`src/assert_macros.svh`:
```
// Assertion macros shared by the RTL of the RLE8 decoder.
// No dependencies; included by files that carry concurrent checks.
`ifndef ASSERT_MACROS_SVH
`define ASSERT_MACROS_SVH

// Same-cycle implication, disabled while reset is asserted (active low).
`define BRLE_ASSERT_IMPL(lbl, clk, rstn, ante, cons, msg) \
  lbl: assert property (@(posedge clk) disable iff (!(rstn)) (ante) |-> (cons)) \
    else $error(msg);

// Next-cycle implication, disabled while reset is asserted (active low).
`define BRLE_ASSERT_NEXT(lbl, clk, rstn, ante, cons, msg) \
  lbl: assert property (@(posedge clk) disable iff (!(rstn)) (ante) |=> (cons)) \
    else $error(msg);

`endif

```
`src/brle8_pkg.sv`:
```
// Shared types and constants of the RLE8 bitmap decoder.
// No dependencies; imported by the parser, the command queue, the address unit and the top.
package brle8_pkg;

  localparam int unsigned ADDR_W       = 32;
  localparam int unsigned STRIDE_W     = 17;
  localparam int unsigned PIX_W        = 8;
  localparam int unsigned LEN_W        = 8;
  localparam int unsigned FIFO_DEPTH   = 4;
  localparam logic [STRIDE_W-1:0] STRIDE_RESET = STRIDE_W'(4);

  // Escape byte and the codes that may follow it
  localparam logic [7:0] ESC_BYTE   = 8'd0;
  localparam logic [7:0] CODE_EOL   = 8'd0;
  localparam logic [7:0] CODE_EOB   = 8'd1;
  localparam logic [7:0] CODE_DELTA = 8'd2;

  // One write command between parser and address unit
  typedef struct packed {
    logic [ADDR_W-1:0] row;
    logic [ADDR_W-1:0] column;
    logic [PIX_W-1:0]  value;
    logic [LEN_W-1:0]  len;
    logic              eoi;
  } cmd_t;

endpackage

```
`src/brle8_parser.sv`:
```
// Front part of the RLE8 decoder: parses the byte stream and tracks the position.
// Depends on brle8_pkg; pushes cmd_t commands into the command queue.
module brle8_parser
  import brle8_pkg::*;
(
  input  logic       clk_i,
  input  logic       rst_ni,
  input  logic       byte_valid_i,
  output logic       byte_ready_o,
  input  logic [7:0] stream_byte_i,
  input  logic       frame_start_i,
  output logic       cmd_valid_o,
  output cmd_t       cmd_o,
  input  logic       cmd_ready_i
);

  // Parser states
  localparam logic [2:0] PH_IDLE       = 3'd0;
  localparam logic [2:0] PH_FILL_VALUE = 3'd1;
  localparam logic [2:0] PH_ESCAPE     = 3'd2;
  localparam logic [2:0] PH_DELTA_X    = 3'd3;
  localparam logic [2:0] PH_DELTA_Y    = 3'd4;
  localparam logic [2:0] PH_LITERAL    = 3'd5;
  localparam logic [2:0] PH_PAD        = 3'd6;
  localparam logic [2:0] PH_DONE       = 3'd7;

  logic [2:0]        phase_q, phase_d, phase_c;
  logic [ADDR_W-1:0] column_q, column_d, column_c;
  logic [ADDR_W-1:0] row_q, row_d, row_c;
  logic [7:0]        pending_q, pending_d, pending_c;
  logic              pad_q, pad_d, pad_c;
  logic              fire;
  logic              emit;
  logic [7:0]        pending_dec;

  assign byte_ready_o = cmd_ready_i;
  assign fire         = byte_valid_i & byte_ready_o;
  assign cmd_valid_o  = fire & emit;

  // Frame start clears position and parser before the byte is taken
  always_comb begin
    phase_c   = frame_start_i ? PH_IDLE : phase_q;
    column_c  = frame_start_i ? '0 : column_q;
    row_c     = frame_start_i ? '0 : row_q;
    pending_c = frame_start_i ? '0 : pending_q;
    pad_c     = frame_start_i ? 1'b0 : pad_q;
  end

  assign pending_dec = pending_c - 8'd1;

  // Next state and command for the current byte
  always_comb begin
    phase_d   = phase_c;
    column_d  = column_c;
    row_d     = row_c;
    pending_d = pending_c;
    pad_d     = pad_c;
    emit      = 1'b0;
    cmd_o     = '{row: row_c, column: column_c, value: stream_byte_i,
                  len: 8'd1, eoi: 1'b0};
    unique case (phase_c)
      PH_IDLE: begin
        if (stream_byte_i == ESC_BYTE) begin
          phase_d = PH_ESCAPE;
        end else begin
          pending_d = stream_byte_i;
          phase_d   = PH_FILL_VALUE;
        end
      end
      PH_FILL_VALUE: begin
        emit      = 1'b1;
        cmd_o.len = pending_c;
        column_d  = column_c + ADDR_W'(pending_c);
        pending_d = '0;
        phase_d   = PH_IDLE;
      end
      PH_ESCAPE: begin
        unique case (stream_byte_i)
          CODE_EOL: begin
            row_d    = row_c + ADDR_W'(1);
            column_d = '0;
            phase_d  = PH_IDLE;
          end
          CODE_EOB: begin
            emit    = 1'b1;
            cmd_o   = '{row: '0, column: '0, value: '0, len: '0, eoi: 1'b1};
            phase_d = PH_DONE;
          end
          CODE_DELTA: begin
            phase_d = PH_DELTA_X;
          end
          default: begin
            pending_d = stream_byte_i;
            pad_d     = stream_byte_i[0];
            phase_d   = PH_LITERAL;
          end
        endcase
      end
      PH_DELTA_X: begin
        column_d = column_c + ADDR_W'(stream_byte_i);
        phase_d  = PH_DELTA_Y;
      end
      PH_DELTA_Y: begin
        row_d   = row_c + ADDR_W'(stream_byte_i);
        phase_d = PH_IDLE;
      end
      PH_LITERAL: begin
        emit      = 1'b1;
        column_d  = column_c + ADDR_W'(1);
        pending_d = pending_dec;
        if (pending_dec == 8'd0) begin
          phase_d = pad_c ? PH_PAD : PH_IDLE;
          pad_d   = 1'b0;
        end
      end
      PH_PAD: begin
        phase_d = PH_IDLE;
      end
      PH_DONE: begin
        phase_d = PH_DONE;
      end
      default: begin
        phase_d = PH_IDLE;
      end
    endcase
  end

  // Advance parser state on each accepted byte
  always_ff @(posedge clk_i or negedge rst_ni) begin
    if (!rst_ni) begin
      phase_q   <= PH_IDLE;
      column_q  <= '0;
      row_q     <= '0;
      pending_q <= '0;
      pad_q     <= 1'b0;
    end else if (fire) begin
      phase_q   <= phase_d;
      column_q  <= column_d;
      row_q     <= row_d;
      pending_q <= pending_d;
      pad_q     <= pad_d;
    end
  end

endmodule

```
`src/brle8_fifo.sv`:
```
// Short command queue between parser and address unit.
// Depends on brle8_pkg for cmd_t; DEPTH must be a power of two, at least 2.
module brle8_fifo
  import brle8_pkg::*;
#(
  parameter int unsigned DEPTH = FIFO_DEPTH
) (
  input  logic clk_i,
  input  logic rst_ni,
  input  logic push_valid_i,
  output logic push_ready_o,
  input  cmd_t push_data_i,
  output logic pop_valid_o,
  input  logic pop_ready_i,
  output cmd_t pop_data_o
);

  localparam int unsigned PTR_W = $clog2(DEPTH);
  localparam int unsigned CNT_W = $clog2(DEPTH + 1);

  cmd_t             mem_q [DEPTH];
  logic [PTR_W-1:0] wr_ptr_q, rd_ptr_q;
  logic [CNT_W-1:0] count_q;
  logic             push, pop;

  assign push_ready_o = (count_q != CNT_W'(DEPTH));
  assign pop_valid_o  = (count_q != '0);
  assign push         = push_valid_i & push_ready_o;
  assign pop          = pop_valid_o & pop_ready_i;
  assign pop_data_o   = mem_q[rd_ptr_q];

  // Store pushed commands
  always_ff @(posedge clk_i) begin
    if (push) begin
      mem_q[wr_ptr_q] <= push_data_i;
    end
  end

  // Advance pointers and occupancy
  always_ff @(posedge clk_i or negedge rst_ni) begin
    if (!rst_ni) begin
      wr_ptr_q <= '0;
      rd_ptr_q <= '0;
      count_q  <= '0;
    end else begin
      if (push) wr_ptr_q <= wr_ptr_q + PTR_W'(1);
      if (pop)  rd_ptr_q <= rd_ptr_q + PTR_W'(1);
      if (push && !pop) begin
        count_q <= count_q + CNT_W'(1);
      end else if (pop && !push) begin
        count_q <= count_q - CNT_W'(1);
      end
    end
  end

endmodule

```
`src/brle8_addr.sv`:
```
// Back part of the RLE8 decoder: forms row*stride+column and holds the result beat.
// Depends on brle8_pkg; two registered stages, multiply then add.
module brle8_addr
  import brle8_pkg::*;
(
  input  logic                clk_i,
  input  logic                rst_ni,
  input  logic                cmd_valid_i,
  output logic                cmd_ready_o,
  input  cmd_t                cmd_i,
  input  logic [STRIDE_W-1:0] row_stride_i,
  output logic                out_valid_o,
  input  logic                out_ready_i,
  output logic [ADDR_W-1:0]   write_address_o,
  output logic [PIX_W-1:0]    pixel_value_o,
  output logic [LEN_W-1:0]    run_length_o,
  output logic                end_of_image_o
);

  logic                     s1_valid_q;
  logic [ADDR_W-1:0]        s1_prod_q, s1_column_q;
  logic [PIX_W-1:0]         s1_value_q;
  logic [LEN_W-1:0]         s1_len_q;
  logic                     s1_eoi_q;
  logic                     out_valid_q;
  logic [ADDR_W-1:0]        out_addr_q;
  logic [PIX_W-1:0]         out_value_q;
  logic [LEN_W-1:0]         out_len_q;
  logic                     out_eoi_q;
  logic                     out_free, s1_free;
  logic [ADDR_W+STRIDE_W-1:0] prod_full;

  assign out_free    = !out_valid_q || out_ready_i;
  assign s1_free     = !s1_valid_q || out_free;
  assign cmd_ready_o = s1_free;
  assign prod_full   = cmd_i.row * row_stride_i;

  // Stage 1: multiply row by stride
  always_ff @(posedge clk_i or negedge rst_ni) begin
    if (!rst_ni) begin
      s1_valid_q <= 1'b0;
    end else if (s1_free) begin
      s1_valid_q <= cmd_valid_i;
    end
  end

  always_ff @(posedge clk_i) begin
    if (s1_free && cmd_valid_i) begin
      s1_prod_q   <= prod_full[ADDR_W-1:0];
      s1_column_q <= cmd_i.column;
      s1_value_q  <= cmd_i.value;
      s1_len_q    <= cmd_i.len;
      s1_eoi_q    <= cmd_i.eoi;
    end
  end

  // Stage 2: add column into the output register
  always_ff @(posedge clk_i or negedge rst_ni) begin
    if (!rst_ni) begin
      out_valid_q <= 1'b0;
    end else if (out_free) begin
      out_valid_q <= s1_valid_q;
    end
  end

  always_ff @(posedge clk_i) begin
    if (out_free && s1_valid_q) begin
      out_addr_q  <= s1_prod_q + s1_column_q;
      out_value_q <= s1_value_q;
      out_len_q   <= s1_len_q;
      out_eoi_q   <= s1_eoi_q;
    end
  end

  assign out_valid_o     = out_valid_q;
  assign write_address_o = out_addr_q;
  assign pixel_value_o   = out_value_q;
  assign run_length_o    = out_len_q;
  assign end_of_image_o  = out_eoi_q;

endmodule

```
`src/bmp_rle8_decoder.sv`:
```
// RLE8 bitmap decoder: takes one compressed byte per beat on s_axis and sends
// frame buffer write commands on m_axis. The s_axis tdata carries stream_byte,
// tuser carries frame_start, which clears position and parser for that byte.
// m_axis tdata carries write_address [31:0], pixel_value [39:32] and
// run_length [47:40]; tuser carries end_of_image. A fill run gives one beat,
// every literal byte gives one beat of length 1, the end marker gives one
// beat with all data zero; escapes, deltas and pad bytes give none.
// The row stride is written through cfg_valid_i / cfg_data_i; the user must
// write it only while idle, the block does not enforce it. Throughput: one byte
// per cycle while the queue has room; a beat passes queue, multiply, add stages.
// s_axis_tready drops only when the command queue is full, which happens when
// m_axis_tready stays low; the output register and the queue absorb the stall.
// Reset clears parser, position, queue and pipeline; the stride returns to 4.
// Depends on brle8_pkg, brle8_parser, brle8_fifo, brle8_addr, assert_macros.svh.
`include "assert_macros.svh"

module bmp_rle8_decoder
  import brle8_pkg::*;
#(
  parameter int unsigned QUEUE_DEPTH = FIFO_DEPTH
) (
  input  logic                clk_i,
  input  logic                rst_ni,
  // Configuration write channel: row_stride
  input  logic                cfg_valid_i,
  output logic                cfg_ready_o,
  input  logic [STRIDE_W-1:0] cfg_data_i,
  // Compressed byte stream
  input  logic                s_axis_tvalid,
  output logic                s_axis_tready,
  input  logic [7:0]          s_axis_tdata,  // [7:0] stream_byte
  input  logic                s_axis_tuser,  // [0] frame_start
  // Write commands
  output logic                m_axis_tvalid,
  input  logic                m_axis_tready,
  output logic [47:0]         m_axis_tdata,  // [31:0] write_address, [39:32] pixel_value,
                                             // [47:40] run_length
  output logic                m_axis_tuser   // [0] end_of_image
);

  logic [STRIDE_W-1:0] stride_q;
  logic                par_valid, par_ready;
  cmd_t                par_cmd;
  logic                q_valid, q_ready;
  cmd_t                q_cmd;
  logic [ADDR_W-1:0]   wr_addr;
  logic [PIX_W-1:0]    pix;
  logic [LEN_W-1:0]    run_len;
  logic                eoi;

  // Stride register
  assign cfg_ready_o = 1'b1;

  always_ff @(posedge clk_i or negedge rst_ni) begin
    if (!rst_ni) begin
      stride_q <= STRIDE_RESET;
    end else if (cfg_valid_i && cfg_ready_o) begin
      stride_q <= cfg_data_i;
    end
  end

  // Front: byte parser
  brle8_parser u_parser (
    .clk_i         (clk_i),
    .rst_ni        (rst_ni),
    .byte_valid_i  (s_axis_tvalid),
    .byte_ready_o  (s_axis_tready),
    .stream_byte_i (s_axis_tdata),
    .frame_start_i (s_axis_tuser),
    .cmd_valid_o   (par_valid),
    .cmd_o         (par_cmd),
    .cmd_ready_i   (par_ready)
  );

  // Command queue
  brle8_fifo #(
    .DEPTH (QUEUE_DEPTH)
  ) u_fifo (
    .clk_i        (clk_i),
    .rst_ni       (rst_ni),
    .push_valid_i (par_valid),
    .push_ready_o (par_ready),
    .push_data_i  (par_cmd),
    .pop_valid_o  (q_valid),
    .pop_ready_i  (q_ready),
    .pop_data_o   (q_cmd)
  );

  // Back: address formation and output register
  brle8_addr u_addr (
    .clk_i           (clk_i),
    .rst_ni          (rst_ni),
    .cmd_valid_i     (q_valid),
    .cmd_ready_o     (q_ready),
    .cmd_i           (q_cmd),
    .row_stride_i    (stride_q),
    .out_valid_o     (m_axis_tvalid),
    .out_ready_i     (m_axis_tready),
    .write_address_o (wr_addr),
    .pixel_value_o   (pix),
    .run_length_o    (run_len),
    .end_of_image_o  (eoi)
  );

  assign m_axis_tdata = {run_len, pix, wr_addr};
  assign m_axis_tuser = eoi;

  // Checks
  `BRLE_ASSERT_IMPL(a_eoi_zero_data, clk_i, rst_ni, m_axis_tvalid && m_axis_tuser,
                    m_axis_tdata == 48'd0, "end-of-image beat carries nonzero data")
  `BRLE_ASSERT_IMPL(a_run_nonzero, clk_i, rst_ni, m_axis_tvalid && !m_axis_tuser,
                    m_axis_tdata[47:40] != 8'd0, "pixel write beat with zero run length")
  `BRLE_ASSERT_NEXT(a_stride_write, clk_i, rst_ni, cfg_valid_i && cfg_ready_o,
                    stride_q == $past(cfg_data_i), "stride register missed a write")

endmodule

```
`config.mk`:
```
export PLATFORM = sky130hd
export DESIGN_NAME = bmp_rle8_decoder
export DESIGN_NICKNAME = d
export VERILOG_FILES = /design/src/brle8_pkg.sv /design/src/brle8_parser.sv /design/src/brle8_fifo.sv /design/src/brle8_addr.sv /design/src/bmp_rle8_decoder.sv
export VERILOG_INCLUDE_DIRS = /design/src /design/src/src
export SDC_FILE = /design/constraint.sdc
export NUM_CORES = 2
export LEC_CHECK = 0
export BUFFER_PORTS_ARGS = -buffer_cell sky130_fd_sc_hd__buf_2
export CORE_MARGIN = 5
export CORE_UTILIZATION = 45
export CTS_CLUSTER_DIAMETER = 150
export DETAILED_ROUTE_END_ITERATION = 16
export GPL_TIMING_DRIVEN = 0
export PLACE_DENSITY = 0.59
export SYNTH_ARGS = -nofsm -noshare
export SYNTH_HDL_FRONTEND = slang
export SYNTH_SLANG_ARGS = --single-unit
```
`constraint.sdc`:
```
create_clock -name clk_i -period 7 [get_ports clk_i]
set_input_delay 0.7 -clock clk_i [delete_from_list [all_inputs] [get_ports clk_i]]
set_output_delay 0.7 -clock clk_i [all_outputs]
set_load 0.05 [all_outputs]
```
* After elaboration in Yosys (flattened, before gate mapping)
Memories as Yosys holds them, arrays and structs flattened. Index checks and enable logic that the tools add are counted.
Word-level totals: flip-flop bits (word level) 232, RAM bits 324, bits of input ports 31, output and inout bits 52, logic and storage cells 95, memories 1
Memories:
- u_fifo.mem_q | depth 4, bits a word 81, rd ports 1, clocked after memory_dff 0, wr ports 1, line brle8_fifo.sv:21 | cmd_t mem_q [DEPTH];
Operators by class: add/sub/neg operators 11, multiply operators 1, equality and inequality tests 10, multiplexer cells 30, bitwise gates (word level) 4, reductions and logical operators 18
Operators with widths (count):
- two-way mux 32 bit | 4
- one-hot mux 32 bit (4 select lines) | 1
- adder 32 x 8 -> 32 bit | 3
- two-way mux 81 bit | 1
- two-way mux 72 bit | 1
- adder 32 x 1 -> 32 bit (second input constant) | 2
- one-hot mux 32 bit (2 select lines) | 1
- adder 32 bit | 1
- multiplier 32 x 17 -> 32 bit | 1
- one-hot mux 8 bit (4 select lines) | 1
- two-way mux 8 bit | 3
- one-hot mux 3 bit (6 select lines) | 1
- zero test 8 bit | 2
- one-hot mux 8 bit (2 select lines) | 1
- two-way mux 3 bit | 5
- equality test 3 bit (second input constant) | 4
- one-hot mux 3 bit (3 select lines) | 1
- equality test 8 x 1 -> 1 bit (second input constant) | 1
- equality test 8 x 2 -> 1 bit (second input constant) | 1
- subtractor 8 x 1 -> 8 bit (second input constant) | 1
- two-way mux 1 bit | 7
- equality test 3 x 2 -> 1 bit (second input constant) | 2
- OR reduction 3 bit | 2
- adder 2 x 1 -> 2 bit (second input constant) | 2
- other kinds (14) | 25

* Depth between registers and ports, before layout
word-level depth 10, depth in mapped cells 28, depth with buffers taken out 24

* Modules after synthesis
A second synthesis with hierarchy kept.
Unflattened totals: cell total of the unflattened synthesis 3111, area total of the unflattened synthesis 36787.8 um2
Modules (own cells, without submodules):
- brle8_addr | instances 1, cells an instance 1766, area each 17576.9 um2, sequential area each 3953.8 um2
- brle8_fifo | instances 1, cells an instance 458, area each 12102.9 um2, sequential area each 9904.5 um2
- brle8_parser | instances 1, cells an instance 849, area each 6409.9 um2, sequential area each 1901.8 um2
- bmp_rle8_decoder | instances 1, cells an instance 38, area each 698.2 um2, sequential area each 426.7 um2

* Worst setup path after synthesis
Ideal clock, no wire load.
path type reg2reg, from register u_fifo.rd_ptr_q[0], to register u_addr.s1_prod_q[30], data pin, setup time 258 ps, arrival time 7012 ps, data required time 6742 ps, setup slack -270 ps, stages on the path, launching flop included 27, buffers on the path 5, period minus slack after synthesis 7270 ps, cell sequence dfrtp_1 buf_4 buf_4 buf_2 buf_2 mux4_2 buf_2 nand2_1 fa_1 fa_1 fa_1 fa_1 inv_1 fa_1 inv_1 fa_1 inv_1 ha_1 a21oi_1 o21ai_0 o41a_1 a22oi_1 o2111ai_1 a211oi_1 o21bai_1 a21oi_1 xnor2_1
On the way: word-level cells in the longest chain between the ends 2
RTL lines:
- start: declaration | line brle8_fifo.sv:22 | logic [PTR_W-1:0] wr_ptr_q, rd_ptr_q;
- start signal: assignment | line brle8_fifo.sv:47 | if (pop) rd_ptr_q <= rd_ptr_q + PTR_W'(1);
- memory read (4 x 81 bit)
- multiplier 32 x 17 -> 32 bit | line brle8_addr.sv:36 | assign prod_full = cmd_i.row * row_stride_i;
- named net u_addr.prod_full[30] | line brle8_addr.sv:31 | logic [ADDR_W+STRIDE_W-1:0] prod_full;
- end signal: assignment | line brle8_addr.sv:49 | s1_prod_q <= prod_full[ADDR_W-1:0];
- end: declaration | line brle8_addr.sv:21 | logic [ADDR_W-1:0] s1_prod_q, s1_column_q;
The timed path passes the listed nets, and every way through them passes these cells. A chain may end at the register's enable or synchronous reset.

* Worst setup path after layout
Ends and elaborated chain as after synthesis.

==> flow_metrics.tcl <==
set metrics [dict create \
    place_hpwl_mm 75.5 \
    setup_viol 3 \
    grt_pass1_wl_mm 160 \
    async_flop_share 0.183 \
    hold_path.class "in -> reg" \
    rows 105 \
    post_drt_wl_per_cell_um 22.8 \
    viasPerCell 5.60 \
    synth_compound_area_frac 0.0787 \
    rrSetupSlack_ns -0.10 \
    yosys.area_share.simple 0.122 \
    fin_setup_tns_ns -0.169 \
    htree_levels 2 \
    syn_inst 3190 \
    antenna_found_initial 0 \
    cts_sinks 556 \
    slew_violations 0 \
    finalHoldWorstSlack_ns 0.281 \
    port_buffers 79 \
    synth-edff-count 454 \
    syn-cell-area_um2 36900 \
    r2r_end "u_addr.s1_prod_q[30]" \
    grt_pass1_vias 26700 \
    dieArea_um2 87800 \
    critPathKind "reg -> reg" \
    grt_max_degree 68 \
    io_pins 83 \
    hold_start "cfg_data_i[12]" \
    ys_seq_elements 556 \
    status "complete, but fails checks" \
    worstHoldEndpoint "stride_q[12]" \
    hold_viol 0 \
    worstPathMaxFanout 8 \
    drive_gt1_frac 0.140 \
    fin_nets 3874 \
    synthToLayoutAreaGrowth_pct 14.0 \
    num_vias 25300 \
    routabilityCongestion 0.915 \
    drv_cap 0 \
    final_cell_mix "edfxtp_1, inv_1, nand2_1, fa_1, and2_1" \
    hold_depth 2 \
    critPathArrivalTime_ns 7.46 \
    final_common_cell "edfxtp_1" \
    grt_overflow 0 \
    die_h_um 296 \
    ys_seq_area_frac 0.439 \
    synth.distinct_cells 86 \
    detail-route-antenna-nets 0 \
    crit-reg2reg-launch "u_fifo.rd_ptr_q[0]" \
    initial_utilization 0.452 \
    clock_path_buffers 3 \
    synth_top_family_by_area "adder cells" \
    muxShareOfSynthArea 0.0563 \
    cp.required_ns 7.36 \
    syn_area_per_cell_um2 11.6 \
    maxSlewHeadroom 0.0868 \
    worst_pin_slew_ns 1.36 \
    grtUsageTotal 0.236 \
    fp.coreArea_um2 81700 \
    rsz0062_at_grt "true" \
    drc_errors 0 \
    root_buffer "clkbuf_16" \
    crit_path_end_kind "flop" \
    finClkSkew_ns 0.0499 \
    synthesis.nets 3666 \
    clock_latency_ns 0.65 \
    synth_fa_ha_area_frac 0.217 \
    fin_crit_ns 7.10 \
    wl_mm 103 \
    violations "setup timing" \
    clkTransAtPathRegs_ns 0.06 \
    synth-warning-count 0 \
    cp-start-kind "flop" \
    drtIter0Drc 2123 \
    numCtsBuffers 61 \
    fin_ws_ns -0.100 \
    first_pass_iters 6 \
    cts_tree "yes" \
    ys.flop_type "edfxtp_1" \
    synth_xor_area_frac 0.0268 \
    finalCritPeriodShare 1.01 \
    clock.fmax_ghz 0.141 \
    fp.dieW_um 296 \
    r2r_cells 24 \
]
==> worst max path at each step <==
stage	from	end	slack, ns	cells after the start
6_report	u_fifo.rd_ptr_q[0]	u_addr.s1_prod_q[30]	-0.10	24
5_1_grt	u_fifo.rd_ptr_q[0]	u_addr.s1_prod_q[30]	-0.33	25
4_1_cts	u_fifo.rd_ptr_q[0]	u_addr.s1_prod_q[30]	-0.12	26
3_5_place_dp	u_fifo.rd_ptr_q[1]	u_addr.s1_prod_q[31]	-1.93	26
3_3_place_gp	m_axis_tready	u_fifo.count_q[1]	-2.05	8
2_1_floorplan	u_fifo.rd_ptr_q[1]	u_addr.s1_prod_q[31]	0.009	26
==> layout make-up <==
class	instances	area, µm²
Fill cell	7244	39600
Clock inverter	35	408
Sequential cell	556	16200
Antenna cell	2	5.00
Tap cell	1070	1340
Multi-Input combinational cell	2047	18900
Clock buffer	80	1620
Timing Repair Buffer	152	1230
Buffer	141	777
Inverter	439	1650
==> worst max-delay path: stages (launching register included) <==
cell	delay (ns)
dfrtp_2	0.47
buf_12	0.15
buf_12	0.13
buf_6	0.10
mux4_2	0.59
buf_8	0.19
and2_4	0.16
fa_1	0.51
fa_1	0.58
fa_1	0.45
fa_1	0.52
fa_1	0.54
inv_2	0.05
fa_1	0.53
inv_2	0.05
ha_4	0.23
a21o_1	0.17
a21o_1	0.14
a21o_1	0.18
a22oi_2	0.22
o2111ai_2	0.18
a211oi_2	0.28
o21bai_2	0.16
a21oi_2	0.17
xnor2_1	0.08
==> state kept, by name, indices dropped and copies added (netlist names), 8 cells and up <==
register                cells
stride_q                   17
u_addr.pixel_value_o        8
u_addr.run_length_o         8
u_addr.s1_column_q         32
u_addr.s1_len_q             8
u_addr.s1_prod_q           32
u_addr.s1_value_q           8
u_addr.write_address_o     32
u_fifo.mem_q              324
u_parser.column_q          32
u_parser.pending_q          8
u_parser.row_q             32
==> stage by stage <==
stage | instance area, µm² | cells | utilization | worst slack (ns)
6_report | 42100 | 4522 | 0.515 | -0.100
4_1_cts | 41800 | 4495 | 0.511 | -0.123
3_3_place_gp | 38700 | 4339 | 0.473 | -2.05
5_1_grt | 42100 | 4520 | 0.515 | -0.333
2_1_floorplan | 36900 | 3190 | - | 0.00884
3_5_place_dp | 38900 | 4348 | 0.476 | -1.93
==> cells by family after synthesis <==
logic type	after synthesis
flip-flops	556
other	1
AO/OA/AOI/OAI	458
multiplexers	104
AND/OR/NAND/NOR	925
adder cells (fa/ha/maj)	445
buffers and inverters	588
XOR/XNOR	113
==> Yosys cell counts, types with 30 or more instances <==
master    instances  share of area
a21o_1           40         0.0081
a21oi_1         123          0.017
and2_1          192          0.033
clkbuf_1        123          0.013
dfrtp_1         101          0.068
edfxtp_1        454           0.37
fa_1            323           0.18
ha_1            122          0.041
inv_1           438          0.045
mux4_2           81          0.049
nand2_1         387          0.039
nand3_1          37         0.0050
nor2_1          120          0.012
nor2b_1          52         0.0088
nor3_1           36         0.0049
o21ai_0         125          0.017
xnor2_1          83          0.020
xor2_1           30         0.0071
==> per-layer routing <==
metal  share of wire  vias up  global-route usage
met1            0.43    12900               0.328
met4           0.033        0              0.0698
li1                -    11200                   -
met3           0.064      209              0.0359
met2            0.48      938               0.391
met5               0        -                   0
==> repair_timing <==
| action | 4_1_cts | 5_1_grt |
|---|---|---|
| hold endpoints to repair | 19 | 0 |
| pin swaps | 33 | 29 |
| hold buffers | 1 | 0 |
| buffers inserted | 38 | 25 |
| gates cloned | 0 | 1 |
| gates resized for setup | 127 | 31 |
| endpoints found under the setup margin | 21 | 11 |
Power is left out: the tool's default activity adds up to more than one toggle a clock period on the data nets, which glitch-free logic cannot reach.
